### src/sv/trbe_pkg.sv
package trbe_pkg;

  localparam int unsigned RegionsDefault = 16;
  localparam int unsigned HoldResetMs    = 500;
  localparam int unsigned QueueDepth     = 2;

  localparam logic        CMD_REPORT  = 1'b0;
  localparam logic        CMD_PROGRAM = 1'b1;

  localparam logic [7:0]  CODE_DOWN_A = 8'h01;
  localparam logic [7:0]  CODE_DOWN_B = 8'h02;

  localparam logic [1:0]  KIND_PRESS   = 2'd0;
  localparam logic [1:0]  KIND_HOLD    = 2'd1;
  localparam logic [1:0]  KIND_RELEASE = 2'd2;

  typedef struct packed {
    logic        cmd;
    logic [3:0]  region_index;
    logic [15:0] region_x0;
    logic [15:0] region_y0;
    logic [15:0] region_x1;
    logic [15:0] region_y1;
    logic        region_enable;
    logic [7:0]  touch_count;
    logic [7:0]  event_code;
    logic [15:0] touch_x;
    logic [15:0] touch_y;
    logic [31:0] timestamp_ms;
  } item_t;

  typedef struct packed {
    logic [3:0]  hit_region;
    logic [1:0]  event_kind;
    logic [15:0] event_x;
    logic [15:0] event_y;
    logic [31:0] event_time;
    logic        last_of_run;
  } result_t;

  typedef struct packed {
    logic [15:0] y1;
    logic [15:0] x1;
    logic [15:0] y0;
    logic [15:0] x0;
  } bounds_t;

  // classified word handed from front to back
  typedef struct packed {
    logic        prog;
    logic        down;
    item_t       item;
  } qword_t;

endpackage

### src/sv/trbe_front.sv
module trbe_front #(
  parameter int unsigned REGIONS = trbe_pkg::RegionsDefault
) (
  input  logic            clk_i,
  input  logic            rst_ni,
  input  logic            start_i,
  input  trbe_pkg::item_t item_i,
  output logic            busy_o,
  output logic            q_valid_o,
  input  logic            q_ready_i,
  output trbe_pkg::qword_t q_word_o
);

  localparam int unsigned Depth = trbe_pkg::QueueDepth;
  localparam int unsigned PtrW  = (Depth > 1) ? $clog2(Depth) : 1;
  localparam int unsigned CntW  = $clog2(Depth + 1);

  trbe_pkg::qword_t q_mem [Depth];
  logic [PtrW-1:0] wr_ptr_q, wr_ptr_d, rd_ptr_q, rd_ptr_d;
  logic [CntW-1:0] cnt_q, cnt_d;

  logic             is_prog, keep, push, pop;
  trbe_pkg::qword_t word;

  assign is_prog = (item_i.cmd == trbe_pkg::CMD_PROGRAM);
  assign keep    = is_prog ? (32'(item_i.region_index) < REGIONS)
                           : (item_i.touch_count != 8'd0);

  always_comb begin
    word      = '0;
    word.prog = is_prog;
    word.down = (item_i.event_code == trbe_pkg::CODE_DOWN_A) ||
                (item_i.event_code == trbe_pkg::CODE_DOWN_B);
    word.item = item_i;
  end

  assign busy_o    = (cnt_q == CntW'(Depth));
  assign push      = start_i && !busy_o && keep;
  assign q_valid_o = (cnt_q != '0);
  assign pop       = q_valid_o && q_ready_i;
  assign q_word_o  = q_mem[rd_ptr_q];

  always_comb begin
    wr_ptr_d = wr_ptr_q;
    rd_ptr_d = rd_ptr_q;
    cnt_d    = cnt_q;
    if (push) begin
      wr_ptr_d = (wr_ptr_q == PtrW'(Depth - 1)) ? '0 : wr_ptr_q + 1'b1;
    end
    if (pop) begin
      rd_ptr_d = (rd_ptr_q == PtrW'(Depth - 1)) ? '0 : rd_ptr_q + 1'b1;
    end
    if (push && !pop) begin
      cnt_d = cnt_q + 1'b1;
    end else if (pop && !push) begin
      cnt_d = cnt_q - 1'b1;
    end
  end

  always_ff @(posedge clk_i or negedge rst_ni) begin
    if (!rst_ni) begin
      wr_ptr_q <= '0;
      rd_ptr_q <= '0;
      cnt_q    <= '0;
    end else begin
      wr_ptr_q <= wr_ptr_d;
      rd_ptr_q <= rd_ptr_d;
      cnt_q    <= cnt_d;
    end
  end

  always_ff @(posedge clk_i) begin
    if (push) begin
      q_mem[wr_ptr_q] <= word;
    end
  end

endmodule

### src/sv/trbe_back.sv
module trbe_back #(
  parameter int unsigned REGIONS = trbe_pkg::RegionsDefault
) (
  input  logic              clk_i,
  input  logic              rst_ni,
  input  logic              q_valid_i,
  output logic              q_ready_o,
  input  trbe_pkg::qword_t  q_word_i,
  input  logic [31:0]       hold_ms_i,
  output logic              result_strobe_o,
  output trbe_pkg::result_t result_o
);

  localparam int unsigned IdxW = (REGIONS > 1) ? $clog2(REGIONS) : 1;

  localparam logic [1:0] S_IDLE  = 2'd0;
  localparam logic [1:0] S_SCAN  = 2'd1;
  localparam logic [1:0] S_TAIL  = 2'd2;
  localparam logic [1:0] S_FLUSH = 2'd3;

  logic [1:0] state_q, state_d;
  logic [IdxW-1:0] cnt_q, cnt_d;

  trbe_pkg::bounds_t bounds_mem [REGIONS];
  logic [31:0]       start_mem  [REGIONS];
  trbe_pkg::bounds_t bounds_rd_q;
  logic [31:0]       start_rd_q;

  logic [REGIONS-1:0] on_q, on_d, pressed_q, pressed_d, holding_q, holding_d;

  logic        ev_v_q;
  logic [IdxW-1:0] ev_idx_q;

  logic        down_q;
  logic [15:0] x_q, y_q;
  logic [31:0] ts_q;

  trbe_pkg::result_t pend_q, pend_d, out_q, out_d;
  logic              pend_v_q, pend_v_d, strobe_q, strobe_d;

  logic            pop, prog_wr, start_wr;
  logic [IdxW-1:0] prog_idx;
  logic            in_rect, emit;
  logic [1:0]      kind;
  logic [31:0]     elapsed;

  assign q_ready_o = (state_q == S_IDLE);
  assign pop       = q_valid_i && q_ready_o;
  assign prog_wr   = pop && q_word_i.prog;
  assign prog_idx  = IdxW'(q_word_i.item.region_index);

  assign in_rect = (x_q >= bounds_rd_q.x0) && (x_q <= bounds_rd_q.x1) &&
                   (y_q >= bounds_rd_q.y0) && (y_q <= bounds_rd_q.y1);
  assign elapsed = ts_q - start_rd_q;

  always_comb begin
    state_d   = state_q;
    cnt_d     = cnt_q;
    on_d      = on_q;
    pressed_d = pressed_q;
    holding_d = holding_q;
    pend_d    = pend_q;
    pend_v_d  = pend_v_q;
    out_d     = out_q;
    strobe_d  = 1'b0;
    emit      = 1'b0;
    kind      = trbe_pkg::KIND_PRESS;
    start_wr  = 1'b0;

    unique case (state_q)
      S_IDLE: begin
        if (prog_wr) begin
          on_d[prog_idx]      = q_word_i.item.region_enable;
          pressed_d[prog_idx] = 1'b0;
          holding_d[prog_idx] = 1'b0;
        end else if (pop) begin
          cnt_d   = '0;
          state_d = S_SCAN;
        end
      end
      S_SCAN: begin
        if (cnt_q == IdxW'(REGIONS - 1)) begin
          state_d = S_TAIL;
        end else begin
          cnt_d = cnt_q + 1'b1;
        end
      end
      S_TAIL: state_d = S_FLUSH;
      S_FLUSH: begin
        if (pend_v_q) begin
          out_d             = pend_q;
          out_d.last_of_run = 1'b1;
          strobe_d          = 1'b1;
        end
        pend_v_d = 1'b0;
        state_d  = S_IDLE;
      end
      default: state_d = S_IDLE;
    endcase

    if (ev_v_q && on_q[ev_idx_q]) begin
      if (down_q) begin
        if (in_rect) begin
          if (!pressed_q[ev_idx_q]) begin
            pressed_d[ev_idx_q] = 1'b1;
            start_wr            = 1'b1;
            emit                = 1'b1;
            kind                = trbe_pkg::KIND_PRESS;
          end else if (!holding_q[ev_idx_q] && (elapsed >= hold_ms_i)) begin
            holding_d[ev_idx_q] = 1'b1;
            emit                = 1'b1;
            kind                = trbe_pkg::KIND_HOLD;
          end
        end else begin
          pressed_d[ev_idx_q] = 1'b0;
          holding_d[ev_idx_q] = 1'b0;
        end
      end else if (pressed_q[ev_idx_q]) begin
        emit                = in_rect;
        kind                = trbe_pkg::KIND_RELEASE;
        pressed_d[ev_idx_q] = 1'b0;
        holding_d[ev_idx_q] = 1'b0;
      end
    end

    // hold each event back one step so the final one can carry the run marker
    if (emit) begin
      if (pend_v_q) begin
        out_d    = pend_q;
        strobe_d = 1'b1;
      end
      pend_d.hit_region  = 4'(ev_idx_q);
      pend_d.event_kind  = kind;
      pend_d.event_x     = x_q;
      pend_d.event_y     = y_q;
      pend_d.event_time  = ts_q;
      pend_d.last_of_run = 1'b0;
      pend_v_d           = 1'b1;
    end
  end

  always_ff @(posedge clk_i or negedge rst_ni) begin
    if (!rst_ni) begin
      state_q   <= S_IDLE;
      cnt_q     <= '0;
      on_q      <= '0;
      pressed_q <= '0;
      holding_q <= '0;
      ev_v_q    <= 1'b0;
      pend_v_q  <= 1'b0;
      strobe_q  <= 1'b0;
    end else begin
      state_q   <= state_d;
      cnt_q     <= cnt_d;
      on_q      <= on_d;
      pressed_q <= pressed_d;
      holding_q <= holding_d;
      ev_v_q    <= (state_q == S_SCAN);
      pend_v_q  <= pend_v_d;
      strobe_q  <= strobe_d;
    end
  end

  always_ff @(posedge clk_i) begin
    ev_idx_q <= cnt_q;
    pend_q   <= pend_d;
    out_q    <= out_d;
    if (pop && !q_word_i.prog) begin
      down_q <= q_word_i.down;
      x_q    <= q_word_i.item.touch_x;
      y_q    <= q_word_i.item.touch_y;
      ts_q   <= q_word_i.item.timestamp_ms;
    end
  end

  always_ff @(posedge clk_i) begin
    if (prog_wr) begin
      bounds_mem[prog_idx] <= {q_word_i.item.region_y1, q_word_i.item.region_x1,
                               q_word_i.item.region_y0, q_word_i.item.region_x0};
    end
    bounds_rd_q <= bounds_mem[cnt_q];
  end

  always_ff @(posedge clk_i) begin
    if (start_wr) begin
      start_mem[ev_idx_q] <= ts_q;
    end
    start_rd_q <= start_mem[cnt_q];
  end

  assign result_strobe_o = strobe_q;
  assign result_o        = out_q;

endmodule

### src/sv/touch_region_button_events_core.sv
// Touch region button event core. Words are taken on start_i while busy_o is low into a
// two-word queue; empty reports and out-of-range program words are dropped there. A program
// word is applied without the back end leaving idle. A report walks the region table one
// entry per cycle through the registered bounds and start-time memories, so it occupies the back
// end through its scan, tail and flush states; busy_o rises only when both queue slots are full.
// Events come out on result_o at most one per cycle, each marked by a one-cycle
// result_strobe_o; there is no way to hold them off, so the receiver must take every strobe.
// The last event of a report has last_of_run set. hold_time_ms is written on the cfg
// channel, which is always ready, and must only change while the block is idle.
module touch_region_button_events_core #(
  parameter int unsigned REGIONS = trbe_pkg::RegionsDefault
) (
  input  logic              clk_i,
  input  logic              rst_ni,
  input  logic              start_i,
  input  trbe_pkg::item_t   item_i,
  output logic              busy_o,
  input  logic              cfg_valid_i,
  output logic              cfg_ready_o,
  input  logic [31:0]       cfg_data_i,
  output logic              result_strobe_o,
  output trbe_pkg::result_t result_o
);

  logic [31:0]      hold_ms_q;
  logic             q_valid, q_ready;
  trbe_pkg::qword_t q_word;

  assign cfg_ready_o = 1'b1;

  always_ff @(posedge clk_i or negedge rst_ni) begin
    if (!rst_ni) begin
      hold_ms_q <= 32'(trbe_pkg::HoldResetMs);
    end else if (cfg_valid_i && cfg_ready_o) begin
      hold_ms_q <= cfg_data_i;
    end
  end

  trbe_front #(
    .REGIONS(REGIONS)
  ) u_front (
    .clk_i    (clk_i),
    .rst_ni   (rst_ni),
    .start_i  (start_i),
    .item_i   (item_i),
    .busy_o   (busy_o),
    .q_valid_o(q_valid),
    .q_ready_i(q_ready),
    .q_word_o (q_word)
  );

  trbe_back #(
    .REGIONS(REGIONS)
  ) u_back (
    .clk_i          (clk_i),
    .rst_ni         (rst_ni),
    .q_valid_i      (q_valid),
    .q_ready_o      (q_ready),
    .q_word_i       (q_word),
    .hold_ms_i      (hold_ms_q),
    .result_strobe_o(result_strobe_o),
    .result_o       (result_o)
  );

endmodule
### config.mk
export PLATFORM = sky130hd
export DESIGN_NAME = touch_region_button_events_core
export DESIGN_NICKNAME = d
export VERILOG_FILES = /design/src/sv/trbe_pkg.sv /design/src/sv/trbe_front.sv /design/src/sv/trbe_back.sv /design/src/sv/touch_region_button_events_core.sv
export SDC_FILE = /design/constraint.sdc
export NUM_CORES = 2
export LEC_CHECK = 0
export BUFFER_PORTS_ARGS = -buffer_cell sky130_fd_sc_hd__buf_4
export CAP_MARGIN = 20
export CORE_UTILIZATION = 55
export DETAILED_ROUTE_END_ITERATION = 6
export MAX_ROUTING_LAYER = met4
export PLACE_DENSITY = 0.72
export SETUP_SLACK_MARGIN = 0.1
export SLEW_MARGIN = 20
export SYNTH_ARGS = -nofsm -noshare
export SYNTH_HDL_FRONTEND = slang
export SYNTH_SLANG_ARGS = --single-unit
### constraint.sdc
create_clock -name clk_i -period 16.41 [get_ports clk_i]
set_clock_uncertainty 0.05 [all_clocks]
set_input_delay 3.282 -clock clk_i [delete_from_list [all_inputs] [get_ports clk_i]]
set_output_delay 3.282 -clock clk_i [all_outputs]
set_load 0.005 [all_outputs]
==> flow_metrics.tcl <==
set metrics [dict create \
    worstSetupEndpointType "flip-flop" \
    grt_use_total_pct 26.0 \
    cts.root.buffer_cell "clkbuf_16" \
    cts.path.max_buffers 3 \
    hp-class "reg2reg" \
    grt-ovfl-total 0 \
    async_flop_share_pct 4.22 \
    setup.worst_path.class "reg2reg" \
    grt_start_max_net_pins 158 \
    final-max-slew-violation-count 0 \
    clock_tree_from_tritoncts "built" \
    layout-drive-gt1-share_pct 29.4 \
    via_count_of_the_first_global_routing_pass 42000 \
    synthToLayoutAreaGrowth_pct 13.7 \
    finalSetupTns_ns 0 \
    layoutNonFillerInstCount 6672 \
    run_status "complete, no violations" \
    detailroute.via_count 41400 \
    drtIter0Drc 4010 \
    synth.avg_cell_area_um2 20.9 \
    critical_path.reg2reg.startpoint "u_back.ts_q[0]" \
    port_buffers 258 \
    timing.critical_path.required_ns 16.90 \
    syn_area_mm2 0.0852 \
    num_io_pins 260 \
    synthDominantAreaCellType "edfxtp_1" \
    reg2reg_depth 23 \
    antenna_cells 0 \
    fp.coreArea_mm2 0.154 \
    row_count 144 \
    r2r_setup_slk_ns 9.78 \
    max_freq_mhz 151 \
    die_area_mm2 0.156 \
    route.final.wire_length_um 195000 \
    min_period_over_period_pct 40.4 \
    clock_tree.htree_level_count 4 \
    synth.lib_cells_used.distinct 74 \
    post_cts.repair.setup_buffers 0 \
    yosys_most_used_dff "edfxtp_1" \
    timing.max_slew.rel_slack_pct 21.7 \
    timing_hold_violations_final 0 \
    route.detailed.wl_per_inst_um 29.3 \
    synth.ff_latch_count 2205 \
    hold_path_depth 0 \
    cts_made_buffers 212 \
    setup_ws_ns 9.78 \
    register_clock_pin_slew_on_the_reported_worst_setup_and_hold_paths_ns 0.06 \
    power_per_cell_area_mw_per_mm2 161 \
    total_power_mw 15.6 \
    finalInstanceArea_mm2 0.0969 \
    ir_worst_vdd_mv 0.127 \
    detail_route.drc_violations 0 \
    syn-instance-count 4068 \
    dp_cells 6270 \
    worstPathArrival_ns 7.12 \
    routabilityCongestion 0.872 \
    pre_cts_ws_ns 9.80 \
    fillerInstances 10300 \
    chipHeight_um 396 \
    cts_hold_repair.buffers 0 \
    setup.worst_path.start_class "flip-flop" \
    crit_path_max_fanout 38 \
    tightest_slew_ns 1.17 \
    dpl.hpwl_um 108000 \
    cp-startpoint "u_back.ts_q[0]" \
    drt-vias-per-instance 6.20 \
    mappedNetlistNets 4388 \
    final_util_pct 63.0 \
    post_synth_edffs 2012 \
    setup_violations 0 \
    drt-pass1-iter-count 6 \
    nets 4760 \
    synthDominantCellAreaShare_pct 70.9 \
    clock_sinks 2205 \
    layout_min_cycle_time_ns 6.63 \
    die_width_um 396 \
    synth_seq_area_share_pct 76.0 \
    detail-route-antenna-nets 0 \
    hold_ws_ns 0.417 \
    initial_core_utilization_pct 55.4 \
    rsz0062_at_grt "false" \
    placed_area_mm2 0.0897 \
    max_cap_violations 0 \
    antenna_found_initial 3 \
    synthTopCellsByArea "edfxtp_1 (71%), mux4_2 (13%), dfrtp_1 (2.6%), dfxtp_1 (2.3%), mux2_2 (2.0%)" \
    yosysWarnings 0 \
    cts.repair.resized 0 \
    grt_first_pass_wirelength_um 284000 \
    power.static_leakage_nw 31.9 \
    clock_insertion_delay_worst_skew_ns 0.85 \
    worst_hold_startpoint "u_back.y_q[0]" \
]
## Yosys cell counts, types with 7 or more instances
library cell     n
a211oi_1        10
buf_1           35
nand2_1         99
mux4_1           8
mux2_2         149
clkbuf_1       117
o21ai_0         89
nor2_2          19
o211ai_1        39
nor2_1         107
xor2_1          11
nor2b_1         18
nand3_1         22
xnor2_1         23
dfrtp_1         87
a32oi_1         10
a21oi_1         72
a21o_1          28
o21a_1           9
edfxtp_1      2012
ha_1           133
mux4_2         486
a31oi_1          7
nor3_1          15
inv_1          161
buf_6            8
mux2i_1         73
nand4_1         19
dfxtp_1        100
## final cells by class
type                    instances  area [µm²]  share of cell area, %
well taps                    2044        2560                   2.64
multi-input cells            1533       19300                   19.9
clock buffers                 290        5850                   6.04
repair buffers                326        2470                   2.55
inverters                     162         633                  0.653
flip-flops and latches       2205       64800                   66.9
clock inverters               112        1320                   1.36
## cells in the final DEF (no fill, tap or decap), types with 19 or more instances in the layout
master	instances
clkbuf_1	54
inv_1	144
a21o_1	28
ha_1	133
nor2_1	91
mux2_2	149
buf_4	324
xnor2_1	23
nand2_1	99
a21oi_1	72
nor2_2	19
edfxtp_1	2012
mux4_2	486
dfrtp_1	81
o211ai_1	39
bufinv_16	21
clkbuf_8	23
nand4_1	19
clkinv_2	47
o21ai_0	89
dfxtp_1	100
mux2i_1	73
clkinv_1	32
nand3_1	21
clkbuf_16	213
## worst min path at each step
stage	to	slack, ns
2_1_floorplan	u_back.ev_idx_q[2]	0.30
3_3_place_gp	u_back.pend_q[33]	0.39
3_5_place_dp	u_back.pend_q[33]	0.40
4_1_cts	u_back.pend_q[33]	0.42
5_1_grt	u_back.pend_q[33]	0.43
6_report	u_back.pend_q[33]	0.42
## power breakdown
group / internal (mW) / switching [mW] / total [mW]
Combinational: 1.38 / 1.89 / 3.27
Clock: 2.84 / 2.09 / 4.94
Sequential: 7.09 / 0.328 / 7.42
## flip-flops by register name, indices dropped and copies added (netlist names), 32 cells and up, named ones only
name	cells
u_back.bounds_mem	1024
u_back.start_mem	512
u_front.q_mem	270
u_back.pend_q	70
u_back.bounds_rd_q	64
hold_ms_q	32
u_back.start_rd_q	32
u_back.ts_q	32
## critical path, cell delays in order, from the launching register on
cell,delay [ns]
edfxtp_1,0.61
inv_1,0.14
ha_1,0.19
inv_1,0.06
fa_1,0.42
a211oi_1,0.32
nor2_1,0.12
o31ai_1,0.46
a31o_2,0.27
nand2_1,0.09
a21o_1,0.18
a21oi_1,0.17
xnor2_1,0.14
ha_1,0.16
a21oi_1,0.07
o21ai_0,0.45
a41oi_1,0.12
a21oi_1,0.18
nand2_1,0.17
o311ai_4,0.42
nand4_1,0.23
inv_4,0.48
buf_4,0.69
a211oi_2,0.15
## kinds of logic after synthesis
group | synth area share [%]
XOR/XNOR | 0.350
AO/OA/AOI/OAI | 2.34
buffers and inverters | 1.54
adder cells (fa/ha/maj) | 1.98
multiplexers | 15.9
AND/OR/NAND/NOR | 1.86
flip-flops | 76.0
other | 0.00440
## layer usage
| metal | GRT usage [%] | part of all wire (%) | up-vias |
|---|---|---|---|
| met5 | - | 0 | - |
| met1 | 33.4 | 38 | 21900 |
| met2 | 42.9 | 52 | 1828 |
| li1 | - | - | 17300 |
| met3 | 4.71 | 7.9 | 295 |
| met4 | 7.19 | 2.4 | 0 |
Power figures use the tool's default switching activity.
